$ cat src/bls_pkg.sv
`timescale 1ns / 1ps
// ----------------------------------------------------------------------------
// bls_pkg: shared types and constants of the block-linear swizzle blitter
// Surface geometry, swizzle masks, register map and the configuration bundle.
// ----------------------------------------------------------------------------
package bls_pkg;

  // Surface geometry
  localparam int unsigned PaddedWidth = 1280;
  localparam int unsigned AddrBits    = 22;
  localparam int unsigned WordBits    = 22;
  localparam int unsigned TileLines   = 128;
  localparam int unsigned TileShift   = $clog2(TileLines);

  typedef logic [AddrBits-1:0] addr_t;

  // y lands on the bits of YMaskFull, x on all the others
  localparam logic [31:0] YMaskFull = 32'h0000_07B4;
  localparam logic [31:0] XMaskFull = ~YMaskFull;
  localparam logic [10:0] YMask     = YMaskFull[10:0];
  localparam addr_t       XMask     = XMaskFull[AddrBits-1:0];

  localparam logic [31:0] AlphaMask = 32'hFF00_0000;
  localparam logic [31:0] ColorMask = 32'h00FF_FFFF;

  // Register map (index = paddr / 4)
  localparam int unsigned PaddrBits = 5;
  localparam logic [2:0] RegRectWidth  = 3'd0;
  localparam logic [2:0] RegRectHeight = 3'd1;
  localparam logic [2:0] RegOriginX    = 3'd2;
  localparam logic [2:0] RegOriginY    = 3'd3;
  localparam logic [2:0] RegBlendEn    = 3'd4;

  localparam logic [11:0] RectWidthRst  = 12'd1280;
  localparam logic [11:0] RectHeightRst = 12'd720;

  // Scatter the bits of v over the set bits of mask, lowest first
  function automatic logic [31:0] deposit(logic [31:0] mask, logic [31:0] v);
    logic [31:0] r;
    logic [31:0] s;
    r = '0;
    s = v;
    for (int k = 0; k < 32; k++) begin
      if (mask[k]) begin
        r[k] = s[0];
        s    = s >> 1;
      end
    end
    return r;
  endfunction

  // Offset of one tile row further down the surface
  localparam logic [31:0] TileRowStepFull = deposit(XMaskFull, 32'(PaddedWidth));
  localparam addr_t       TileRowStep     = TileRowStepFull[AddrBits-1:0];

  typedef struct packed {
    logic [11:0] rect_width;
    logic [11:0] rect_height;
    logic [11:0] origin_x;
    logic [11:0] origin_y;
    logic        blend_enable;
    logic        restart;      // one-cycle pulse on any register write
  } cfg_t;

endpackage

$ cat src/block_linear_swizzle_blit.sv
`timescale 1ns / 1ps
// ----------------------------------------------------------------------------
// block_linear_swizzle_blit: block-linear swizzle blitter
// Turns a raster stream of source pixels into tiled framebuffer writes.
// ----------------------------------------------------------------------------
// Usage:
//   Input channel: in_valid_i / in_stall_o carry one source pixel per item,
//   in raster order over the rectangle set by the registers.
//   Output channel: out_valid_o / out_stall_i carry one write per item:
//   word address, data, write enable and a flag on the final pixel.
//   The output is registered: an accepted item appears at the output register
//   in the cycle after it is accepted. The output register is refilled in the
//   cycle its item is taken, so one item is taken every cycle and throughput is
//   one pixel per clock while the receiver does not stall.
//   When the receiver stalls, the result is held and in_stall_o is raised
//   until it is taken.
//   Reset loads the default rectangle (1280 x 720 at the origin, no blending)
//   and empties the output register. Any register write, and the end of the
//   rectangle, restarts the walk at the rectangle's first pixel.
//   Registers sit at byte addresses 0, 4, 8, 12, 16 of the APB port.
// ----------------------------------------------------------------------------
module block_linear_swizzle_blit
  import bls_pkg::*;
(
  input  logic                 clk_i,
  input  logic                 rst_ni,
  input  logic                 psel,
  input  logic                 penable,
  input  logic                 pwrite,
  input  logic [PaddrBits-1:0] paddr,
  input  logic [31:0]          pwdata,
  output logic [31:0]          prdata,
  output logic                 pready,
  input  logic                 in_valid_i,
  output logic                 in_stall_o,
  input  logic [31:0]          source_pixel_i,
  output logic                 out_valid_o,
  input  logic                 out_stall_i,
  output logic [WordBits-1:0]  word_address_o,
  output logic [31:0]          write_data_o,
  output logic                 write_enable_o,
  output logic                 last_pixel_o
);

  cfg_t                cfg;
  logic                accept;
  logic [WordBits-1:0] addr;
  logic                last;
  logic [31:0]         data;
  logic                we;

  logic                out_valid_q, out_valid_d;
  logic [WordBits-1:0] addr_q;
  logic [31:0]         data_q;
  logic                we_q, last_q;

  bls_cfg u_cfg (
    .clk_i   (clk_i),
    .rst_ni  (rst_ni),
    .psel    (psel),
    .penable (penable),
    .pwrite  (pwrite),
    .paddr   (paddr),
    .pwdata  (pwdata),
    .prdata  (prdata),
    .pready  (pready),
    .cfg_o   (cfg)
  );

  assign in_stall_o = out_valid_q & out_stall_i;
  assign accept     = in_valid_i & ~in_stall_o;

  bls_addr_gen u_addr_gen (
    .clk_i          (clk_i),
    .rst_ni         (rst_ni),
    .cfg_i          (cfg),
    .advance_i      (accept),
    .word_address_o (addr),
    .last_pixel_o   (last)
  );

  // Blend (when enabled): transparent pixels are dropped, others lose their alpha byte
  always_comb begin
    data = source_pixel_i;
    we   = 1'b1;
    if (cfg.blend_enable) begin
      if ((source_pixel_i & AlphaMask) == '0) begin
        we   = 1'b0;
        data = '0;
      end else begin
        data = source_pixel_i & ColorMask;
      end
    end
  end

  always_comb begin
    out_valid_d = out_valid_q;
    if (accept) begin
      out_valid_d = 1'b1;
    end else if (!out_stall_i) begin
      out_valid_d = 1'b0;
    end
  end

  always_ff @(posedge clk_i or negedge rst_ni) begin
    if (!rst_ni) begin
      out_valid_q <= 1'b0;
    end else begin
      out_valid_q <= out_valid_d;
    end
  end

  always_ff @(posedge clk_i) begin
    if (accept) begin
      addr_q <= addr;
      data_q <= data;
      we_q   <= we;
      last_q <= last;
    end
  end

  assign out_valid_o    = out_valid_q;
  assign word_address_o = addr_q;
  assign write_data_o   = data_q;
  assign write_enable_o = we_q;
  assign last_pixel_o   = last_q;

endmodule

$ cat src/bls_cfg.sv
`timescale 1ns / 1ps
// ----------------------------------------------------------------------------
// bls_cfg: configuration registers
// APB-style register file for rectangle size, origin and blend mode.
// ----------------------------------------------------------------------------
module bls_cfg
  import bls_pkg::*;
(
  input  logic                 clk_i,
  input  logic                 rst_ni,
  input  logic                 psel,
  input  logic                 penable,
  input  logic                 pwrite,
  input  logic [PaddrBits-1:0] paddr,
  input  logic [31:0]          pwdata,
  output logic [31:0]          prdata,
  output logic                 pready,
  output cfg_t                 cfg_o
);

  logic [11:0] rect_width_q, rect_height_q, origin_x_q, origin_y_q;
  logic        blend_enable_q;
  logic        restart_q;
  logic        wr_en;
  logic [2:0]  reg_idx;

  assign pready  = 1'b1;
  assign wr_en   = psel & penable & pwrite;
  assign reg_idx = paddr[PaddrBits-1:2];

  always_ff @(posedge clk_i or negedge rst_ni) begin
    if (!rst_ni) begin
      rect_width_q   <= RectWidthRst;
      rect_height_q  <= RectHeightRst;
      origin_x_q     <= '0;
      origin_y_q     <= '0;
      blend_enable_q <= 1'b0;
      restart_q      <= 1'b0;
    end else begin
      restart_q <= 1'b0;
      if (wr_en) begin
        unique case (reg_idx)
          RegRectWidth: begin
            rect_width_q <= pwdata[11:0];
            restart_q    <= 1'b1;
          end
          RegRectHeight: begin
            rect_height_q <= pwdata[11:0];
            restart_q     <= 1'b1;
          end
          RegOriginX: begin
            origin_x_q <= pwdata[11:0];
            restart_q  <= 1'b1;
          end
          RegOriginY: begin
            origin_y_q <= pwdata[11:0];
            restart_q  <= 1'b1;
          end
          RegBlendEn: begin
            blend_enable_q <= pwdata[0];
            restart_q      <= 1'b1;
          end
          default: begin
          end
        endcase
      end
    end
  end

  always_comb begin
    unique case (reg_idx)
      RegRectWidth:  prdata = {20'd0, rect_width_q};
      RegRectHeight: prdata = {20'd0, rect_height_q};
      RegOriginX:    prdata = {20'd0, origin_x_q};
      RegOriginY:    prdata = {20'd0, origin_y_q};
      RegBlendEn:    prdata = {31'd0, blend_enable_q};
      default:       prdata = '0;
    endcase
  end

  assign cfg_o = '{
    rect_width:   rect_width_q,
    rect_height:  rect_height_q,
    origin_x:     origin_x_q,
    origin_y:     origin_y_q,
    blend_enable: blend_enable_q,
    restart:      restart_q
  };

endmodule

$ cat src/bls_addr_gen.sv
`timescale 1ns / 1ps
// ----------------------------------------------------------------------------
// bls_addr_gen: tiled address walker
// Holds the swizzled x/y offsets and raster counters, advancing once per item.
// ----------------------------------------------------------------------------
module bls_addr_gen
  import bls_pkg::*;
(
  input  logic                clk_i,
  input  logic                rst_ni,
  input  cfg_t                cfg_i,
  input  logic                advance_i,
  output logic [WordBits-1:0] word_address_o,
  output logic                last_pixel_o
);

  addr_t       col_off_q, row_start_q;
  logic [10:0] row_off_q;
  logic [11:0] col_cnt_q, row_cnt_q;
  logic        pending_q;   // state must be reloaded from the origin

  addr_t       col_off_d, row_start_d;
  logic [10:0] row_off_d;
  logic [11:0] col_cnt_d, row_cnt_d;
  logic        pending_d;

  logic [18:0] dep_x;
  logic [10:0] dep_y;
  logic [4:0]  tile_row;
  addr_t       base;

  logic        reload;
  addr_t       cur_col, cur_row_start;
  logic [10:0] cur_row;
  logic [11:0] cur_col_cnt, cur_row_cnt;
  addr_t       addr;
  logic [31:0] addr_ext;
  logic [10:0] row_next;
  addr_t       row_start_next;
  logic        col_more, row_more;

  // Spread origin_x over the x bits and origin_y over the y bits
  assign dep_x = {cfg_i.origin_x[11:4], 4'b0, cfg_i.origin_x[3], 2'b0,
                  cfg_i.origin_x[2], 1'b0, cfg_i.origin_x[1:0]};
  assign dep_y = {cfg_i.origin_y[6:3], 1'b0, cfg_i.origin_y[2:1], 1'b0,
                  cfg_i.origin_y[0], 2'b0};
  assign tile_row = cfg_i.origin_y[11:TileShift];
  assign base     = addr_t'(dep_x) + addr_t'(TileRowStep * addr_t'(tile_row));

  // A register write in the previous cycle restarts the walk for this item too
  assign reload = pending_q | cfg_i.restart;

  assign cur_col       = reload ? base  : col_off_q;
  assign cur_row_start = reload ? base  : row_start_q;
  assign cur_row       = reload ? dep_y : row_off_q;
  assign cur_col_cnt   = reload ? '0    : col_cnt_q;
  assign cur_row_cnt   = reload ? '0    : row_cnt_q;

  assign addr     = addr_t'(cur_row) + cur_col;
  assign addr_ext = 32'(addr);
  assign word_address_o = addr_ext[WordBits-1:0];

  assign col_more = (13'(cur_col_cnt) + 13'd1) < 13'(cfg_i.rect_width);
  assign row_more = (13'(cur_row_cnt) + 13'd1) < 13'(cfg_i.rect_height);

  // Subtracting the mask and masking again increments the offset within its bit set
  assign row_next       = (cur_row - YMask) & YMask;
  assign row_start_next = (row_next == '0) ? cur_row_start + TileRowStep
                                           : cur_row_start;

  assign last_pixel_o = !col_more && !row_more;

  always_comb begin
    col_off_d   = col_off_q;
    row_start_d = row_start_q;
    row_off_d   = row_off_q;
    col_cnt_d   = col_cnt_q;
    row_cnt_d   = row_cnt_q;
    pending_d   = reload;
    if (advance_i) begin
      pending_d = 1'b0;
      if (col_more) begin
        col_cnt_d   = cur_col_cnt + 12'd1;
        col_off_d   = (cur_col - XMask) & XMask;
        row_start_d = cur_row_start;
        row_off_d   = cur_row;
        row_cnt_d   = cur_row_cnt;
      end else begin
        col_cnt_d   = '0;
        row_off_d   = row_next;
        row_start_d = row_start_next;
        col_off_d   = row_start_next;
        row_cnt_d   = cur_row_cnt + 12'd1;
        // end of rectangle: reload from the origin on the next item
        pending_d   = !row_more;
      end
    end
  end

  always_ff @(posedge clk_i or negedge rst_ni) begin
    if (!rst_ni) begin
      pending_q <= 1'b1;
    end else begin
      pending_q <= pending_d;
    end
  end

  always_ff @(posedge clk_i) begin
    col_off_q   <= col_off_d;
    row_start_q <= row_start_d;
    row_off_q   <= row_off_d;
    col_cnt_q   <= col_cnt_d;
    row_cnt_q   <= row_cnt_d;
  end

endmodule
$ cat config.mk
export PLATFORM = sky130hd
export DESIGN_NAME = block_linear_swizzle_blit
export DESIGN_NICKNAME = d
export VERILOG_FILES = /design/src/bls_pkg.sv /design/src/block_linear_swizzle_blit.sv /design/src/bls_cfg.sv /design/src/bls_addr_gen.sv
export SDC_FILE = /design/constraint.sdc
export NUM_CORES = 1
export LEC_CHECK = 0
export BUFFER_PORTS_ARGS = -buffer_cell sky130_fd_sc_hd__buf_2
export CORE_MARGIN = 1
export CORE_UTILIZATION = 45
export DETAILED_ROUTE_END_ITERATION = 12
export PLACE_DENSITY = 0.7
export SLEW_MARGIN = 20
export SYNTH_ARGS = -nofsm -noshare
export SYNTH_HDL_FRONTEND = slang
export SYNTH_SLANG_ARGS = --single-unit
$ cat constraint.sdc
create_clock -name clk_i -period 6.74 [get_ports clk_i]
set_clock_uncertainty 0.05 [all_clocks]
set_input_delay 0 -clock clk_i [delete_from_list [all_inputs] [get_ports clk_i]]
set_output_delay 0 -clock clk_i [all_outputs]
set_load 0.1 [all_outputs]
==> results of run 1 <==
==> routing by layer <==
metal / vias up / part of all wire / track usage
met5: - / 0 / 0
met4: 0 / 0.017 / 0.0668
met3: 31 / 0.044 / 0.0385
met2: 201 / 0.50 / 0.349
met1: 3843 / 0.44 / 0.279
li1: 3789 / - / -
==> worst min-delay path by stage <==
stage	startpoint	end	slack, ps
after global routing	penable	u_cfg.blend_enable_q$_DFFE_PN0P_	140
after floorplan	rst_ni	out_valid_o$_DFFE_PN0P_	-350
final	penable	u_cfg.rect_height_q[11]$_DFFE_PN0P_	110
after global placement	rst_ni	u_cfg.rect_height_q[8]$_DFFE_PN0P_	110
after CTS	penable	u_cfg.blend_enable_q$_DFFE_PN0P_	90
after detailed placement	rst_ni	u_cfg.origin_y_q[9]$_DFFE_PN0P_	110
==> layout make-up <==
type                            count  area [um^2]
Fill cell                        1996        10700
Timing Repair Buffer              186         1230
Multi-Input combinational cell    703         5020
Inverter                           46          173
Clock buffer                       17          425
Clock inverter                     15          143
Sequential cell                   187         5360
Tap cell                          319          399
==> cells in the final DEF (no fill, tap or decap), drive strengths merged, types with 4 or more instances in the layout <==
master       synthesis  layout
o21a                 9       9
a21oi               31      31
nand2b               4       4
nor3                31      31
or3                  6       6
a31oi                8       8
nor2                68      68
and4                 4       4
xnor2               46      46
inv                 46      51
ha                  49      49
a21o                10      10
dfstp                7       7
mux4                11      11
o211ai               8       8
mux2i               13      13
nand4               11      11
mux2                40      40
nand2               88      88
edfxtp             135     135
o21ai               41      41
nand3               20      20
a211oi               9       9
xor2                31      31
clkinvlp             0       4
and2                76      76
nor4                 5       5
clkbuf              22      17
and3                 8       8
dlygate4sd3          0      55
nor2b               11      11
buf                 39     131
dfrtp               45      45
conb                 2      21
clkinv               0       5
==> metrics by stage <==
step	total power, mW	utilization	instance area (um^2)	hold slack [ps]
floorplan	3.97	-	10900	-346
finish	5.52	0.543	12700	111
detailed placement	4.52	0.495	11600	105
CTS	5.54	0.543	12700	91.1
global route	5.85	0.543	12700	138
global placement	4.45	0.495	11600	111
==> power breakdown <==
part / internal, mW / switching, mW
combinational: 0.887 / 1.82
clock: 0.516 / 0.464
sequential: 1.65 / 0.182
==> flip-flops by register name (all words and copies together) (netlist names) <==
signal                  cells
last_pixel_o                1
out_valid_o                 1
u_addr_gen.col_cnt_q       12
u_addr_gen.col_off_q       22
u_addr_gen.pending_q        1
u_addr_gen.row_cnt_q       12
u_addr_gen.row_off_q       11
u_addr_gen.row_start_q     22
u_cfg.blend_enable_q        1
u_cfg.origin_x_q           12
u_cfg.origin_y_q           12
u_cfg.rect_height_q        12
u_cfg.rect_width_q         12
u_cfg.restart_q             1
word_address_o             22
write_data_o               32
write_enable_o              1
==> cells by family after synthesis <==
logic type / after synthesis
and+or+nand+nor: 346
xor gates and xnor gates: 78
adders and majority gates: 52
buffers and inverters: 107
muxes: 64
other: 2
AOI/OAI and AO/OA: 142
DFF: 187
==> worst max-delay path: cells and delay by family (launching register included) <==
kind | cells | cell delay (ps)
AND/OR/NAND/NOR | 4 | 1310
adder cells (fa/ha/maj) | 1 | 250
flip-flops | 1 | 830
XOR/XNOR | 1 | 180
AO/OA/AOI/OAI | 5 | 1440
==> run metrics, run 1 <==
cts hold-fix bufs 55; CTS tree done; Synth top cells by count edfxtp_1 (135), nand2_1 (87), and2_1 (75); Lkg Pwr 5.26 nW; Die X 157 um; Syn-to-layout area delta 18.1%; Yosys top cell area share 0.376; area leader, netlist edfxtp_1; DP HPWL 17400 um; main combinational cell family by area after synthesis simple AND/OR/NAND/NOR gates; unrepaired setup endpoints after global routing false; R2R Path End word_address_o[15]$_DFFE_PP_; Post-Syn Area per Cell 11.0 um^2; CP max stage cell dfrtp_1; drt wl/cell 17.0 um; Hold Vio Cnt, Final 0; Clock Tree Buf Depth 2; Root Buffer clkbuf_16; largest net degree at the start of global routing 72; CP Launch Type flip-flop; CTS Sinks 187; Area contributors post-synth edfxtp_1 (38%), dfrtp_1 (10%), ha_1 (5.7%); Hold Crit Class in -> reg; routed vias/inst 5.34; CP Launch Point u_cfg.restart_q$_DFF_PN0_; Post-Synth Simple-Gate Area 0.166; setup violators final 0; DRC viols 0; Starting Density 0.460; Clock Latency Late Sink 440 ps; Final #Nets 1269; Yosys warnings 0; Post-synth EDFFs 135; outcome completed; dpl ws 2470 ps; Max-Cap Viols 0; r2r startpoint u_cfg.restart_q$_DFF_PN0_; gr ovfl total 0; Post-CTS Resized 0; via count 7864; final worst path period share 0.646; GPL Wtd Cong 0.814; P per Cell Area 433 mW/mm^2; Synth cell types 76; I/O pin total 167; register area share after synthesis 0.497; Syn Inst Count 978; cell breakdown of the critical path or2_2, nand2_1, nand2_1, ha_1, a21o_1, a21o_1, a21oi_1, o21ai_0, a21oi_1, nor3_1, xnor2_1; Post-Synth XOR/XNOR Area 0.0647; CP endpoint word_address_o[15]$_DFFE_PP_; maximum VDD drop 226 uV; Setup TNS 0 ps; Placeable Area 0.0235 mm^2; Post-CTS Repair Setup Buffers 0; crit path capture type flip-flop; final WL 25100 um; initial antenna violation count 0; Port Buf Inserts 123; adder-cell area share of the yosys netlist 0.0624; layout cells sized above 1 0.206; # rows 56; vias in the first global route 7446; Final ANT Viol Nets 0; Crit Path Max Fanout 38; Clock Pin Slew Worst Setup and Hold Paths 70 ps; Worst R2R Setup Slack 2390 ps; Post-synth top flop edfxtp_1; CP arrival 4480 ps; critical setup path kind reg -> reg; hold path depth 5; Slew HR 0.375; Synth Area in Compound Gates 0.0844; most numerous cell in the Yosys netlist edfxtp_1; Crit path largest cell delay 830 ps; Async SR Flop Fraction 0.278; ANT cells 0; H-tree depth 4; Total Routing Usage GR 0.210; global-route wire length before repair 39700 um; final setup margin 2390 ps; die area 0.0246 mm^2; Worst-Margin Slew 937 ps; Placed Instances 1386; Yosys reg bits 187; Worst Path Required 6870 ps; drt pass-1 iters 5; Final Max Slew Viols 0; non-filler cells, final 1473; Iter 0 DRT Violations 643; CTS Buf Count 17; DIE HEIGHT 157 um; Post-Syn Area 0.0108 mm^2; mux contribution to synthesized area 0.0779; f_max 230 MHz; Final min period 4350 ps; FF-to-FF path depth 11
No activity file was read; power rests on OpenSTA's default activity.
==> inputs of run 2 (changes only) <==
ABC_AREA = 1   (was unset)
PLACE_DENSITY = 0.69   (was 0.7)
clock period = 4.1 ns   (was 6.74 ns; I/O delays follow)
==> run metrics, run 2 <==
outcome completed; Syn-to-layout area delta 17.5%; layout cells sized above 1 0.175; CTS Buf Count 17; register area share after synthesis 0.484; Post-Syn Area per Cell 8.62 um^2; Final #Nets 1583; final WL 26100 um; largest net degree at the start of global routing 105; setup violators final 0; Worst R2R Setup Slack 410 ps; ANT cells 0; H-tree depth 4; area leader, netlist edfxtp_1; hold slack 47.4 ps; P per Cell Area 675 mW/mm^2; Area contributors post-synth edfxtp_1 (37%), nand2_1 (12%), dfrtp_1 (10%); global-route wire length before repair 42800 um; Clock Latency Late Sink 430 ps; Synth top cells by count nand2_1 (346), inv_1 (173), edfxtp_1 (135); most frequent cells in the layout nand2_1 (346), inv_1 (173), edfxtp_1 (135); Port Buf Inserts 123; CTS tree done; Post-CTS Repair Setup Buffers 0; Placeable Area 0.0242 mm^2; initial antenna violation count 0; Lkg Pwr 6.15 nW; Slew HR 0.380; Final ANT Viol Nets 0; Post-synth top flop edfxtp_1; Hold Crit Class in -> reg; CP arrival 3830 ps; r2r startpoint u_addr_gen.pending_q$_DFF_PN1_; gr ovfl total 0; DP HPWL 17900 um; DIE HEIGHT 159 um; Yosys warnings 0; Iter 0 DRT Violations 679; crit path capture type flip-flop; unrepaired setup endpoints after global routing false; Total Routing Usage GR 0.212; most common cell after layout, fill and taps aside nand2_1; drt wl/cell 14.6 um; Final Max Slew Viols 0; DRC viols 0; most numerous cell in the Yosys netlist nand2_1; GPL Wtd Cong 0.837; I/O pin total 167; final worst path period share 0.899; max reg flops 32; Die X 159 um; Final min period 3690 ps; Syn Inst Count 1285; Worst-Margin Slew 926 ps; # rows 57; Clock Tree Buf Depth 2; Setup TNS 0 ps; die area 0.0252 mm^2; Clock Pin Slew Worst Setup and Hold Paths 80 ps; critical setup path kind reg -> reg; routed vias/inst 4.96; via count 8892; CP Launch Type flip-flop; f_max 271 MHz; Yosys reg bits 187; vias in the first global route 8728; maximum VDD drop 348 uV; Worst Path Required 4250 ps; Post-Syn Area 0.0111 mm^2; fillers 2156; Crit Path Max Fanout 13; CP Launch Point u_addr_gen.pending_q$_DFF_PN1_; HP Start penable; Max-Cap Viols 0; Power Total 8.78 mW; CTS Sinks 187; Hold Vio Cnt, Final 0; Starting Density 0.457; Root Buffer clkbuf_16; Async SR Flop Fraction 0.278; fin util 0.537; drt pass-1 iters 5; Post-synth EDFFs 135; Synth cell types 51; Yosys top cell area share 0.366
[run 2: changes by cell type after synthesis, moves of 15 or more]
| cell | previous run | this run |
|---|---|---|
| nand2_1 | 87 | 346 |
| inv_1 | 46 | 173 |
| and2_1 | 75 | 0 |
| nor2_1 | 67 | 118 |
| mux2_2 | 39 | 0 |
| xnor2_1 | 46 | 12 |
| nand3_1 | 19 | 50 |
| o21ai_0 | 33 | 62 |
| nand2_2 | 1 | 22 |
| nor3_1 | 31 | 14 |
| o21ai_1 | 8 | 23 |
[run 2: path summary, 6_finish.rpt]
kind | to | cells past startpoint
min in group asynchronous | out_valid_o$_DFFE_PN0P_ | 3
hold / removal | u_cfg.blend_enable_q$_DFFE_PN0P_ | 6
hold reg to reg | u_cfg.rect_height_q[9]$_DFFE_PN1P_ | 2
setup reg to reg | word_address_o[20]$_DFFE_PP_ | 19
setup / recovery | word_address_o[20]$_DFFE_PP_ | 19
max in group asynchronous | u_cfg.origin_x_q[7]$_DFFE_PN0P_ | 3
[run 2: report_power, final]
group / internal, mW / switching, mW
logic: 1.22 / 3.09
registers: 2.67 / 0.206
clock network: 0.803 / 0.797
total: 4.69 / 4.09
[run 2: area by class of cell]
class,instances,area [um^2],share of cell area
clock buffers,18,429,0.0330
flip-flops and latches,187,5360,0.412
repair buffers,189,1280,0.0988
clock inverters,14,131,0.0101
inverters,183,687,0.0528
multi-input cells,877,4710,0.362
well taps,324,405,0.0312
[run 2: cell families after synthesis]
| kind of cell | share of synthesized area |
|---|---|
| other | 0.000678 |
| AOI/OAI and AO/OA | 0.0660 |
| DFF | 0.484 |
| buffers and inverters | 0.0985 |
| and+or+nand+nor | 0.256 |
| xor gates and xnor gates | 0.0340 |
| adders and majority gates | 0.0608 |
[run 2: what timing repair did]
action                                  in CTS  in global routing
gates resized for setup                      0                  2
endpoints found under the setup margin       0                  6
hold buffers                                53                  0
endpoints found under the hold margin      130                  0
[run 2: critical path, stage by stage, from the launching register on]
cell	delay [ps]
dfstp_2	580
inv_2	60
nand2_4	170
buf_4	290
nand2_1	120
nand2_1	160
ha_1	190
inv_1	60
fa_1	390
nand3b_1	170
nand2_1	110
a21oi_1	100
o21ai_0	280
nand2_1	80
nand2_1	100
nand3_1	70
nand2_1	180
nand2_1	90
xor2_1	130
inv_1	50
[run 2: per-layer routing]
layer / track usage / wire, um / up-vias
met1: 0.270 / 11400 / 4117
met5: 0 / 0 / -
li1: - / - / 4446
met3: 0.0455 / 1880 / 27
met2: 0.362 / 12500 / 302
met4: 0.0599 / 350 / 0
[run 2: metrics by stage]
| stage | std cells | cell area (um^2) | setup slack [ps] |
|---|---|---|---|
| after floorplan | 1304 | 11200 | 114 |
| after global placement | 1707 | 11900 | 459 |
| after detailed placement | 1707 | 11900 | 380 |
| after CTS | 1792 | 13000 | 363 |
| after global routing | 1792 | 13000 | 86.9 |
| final | 1792 | 13000 | 414 |
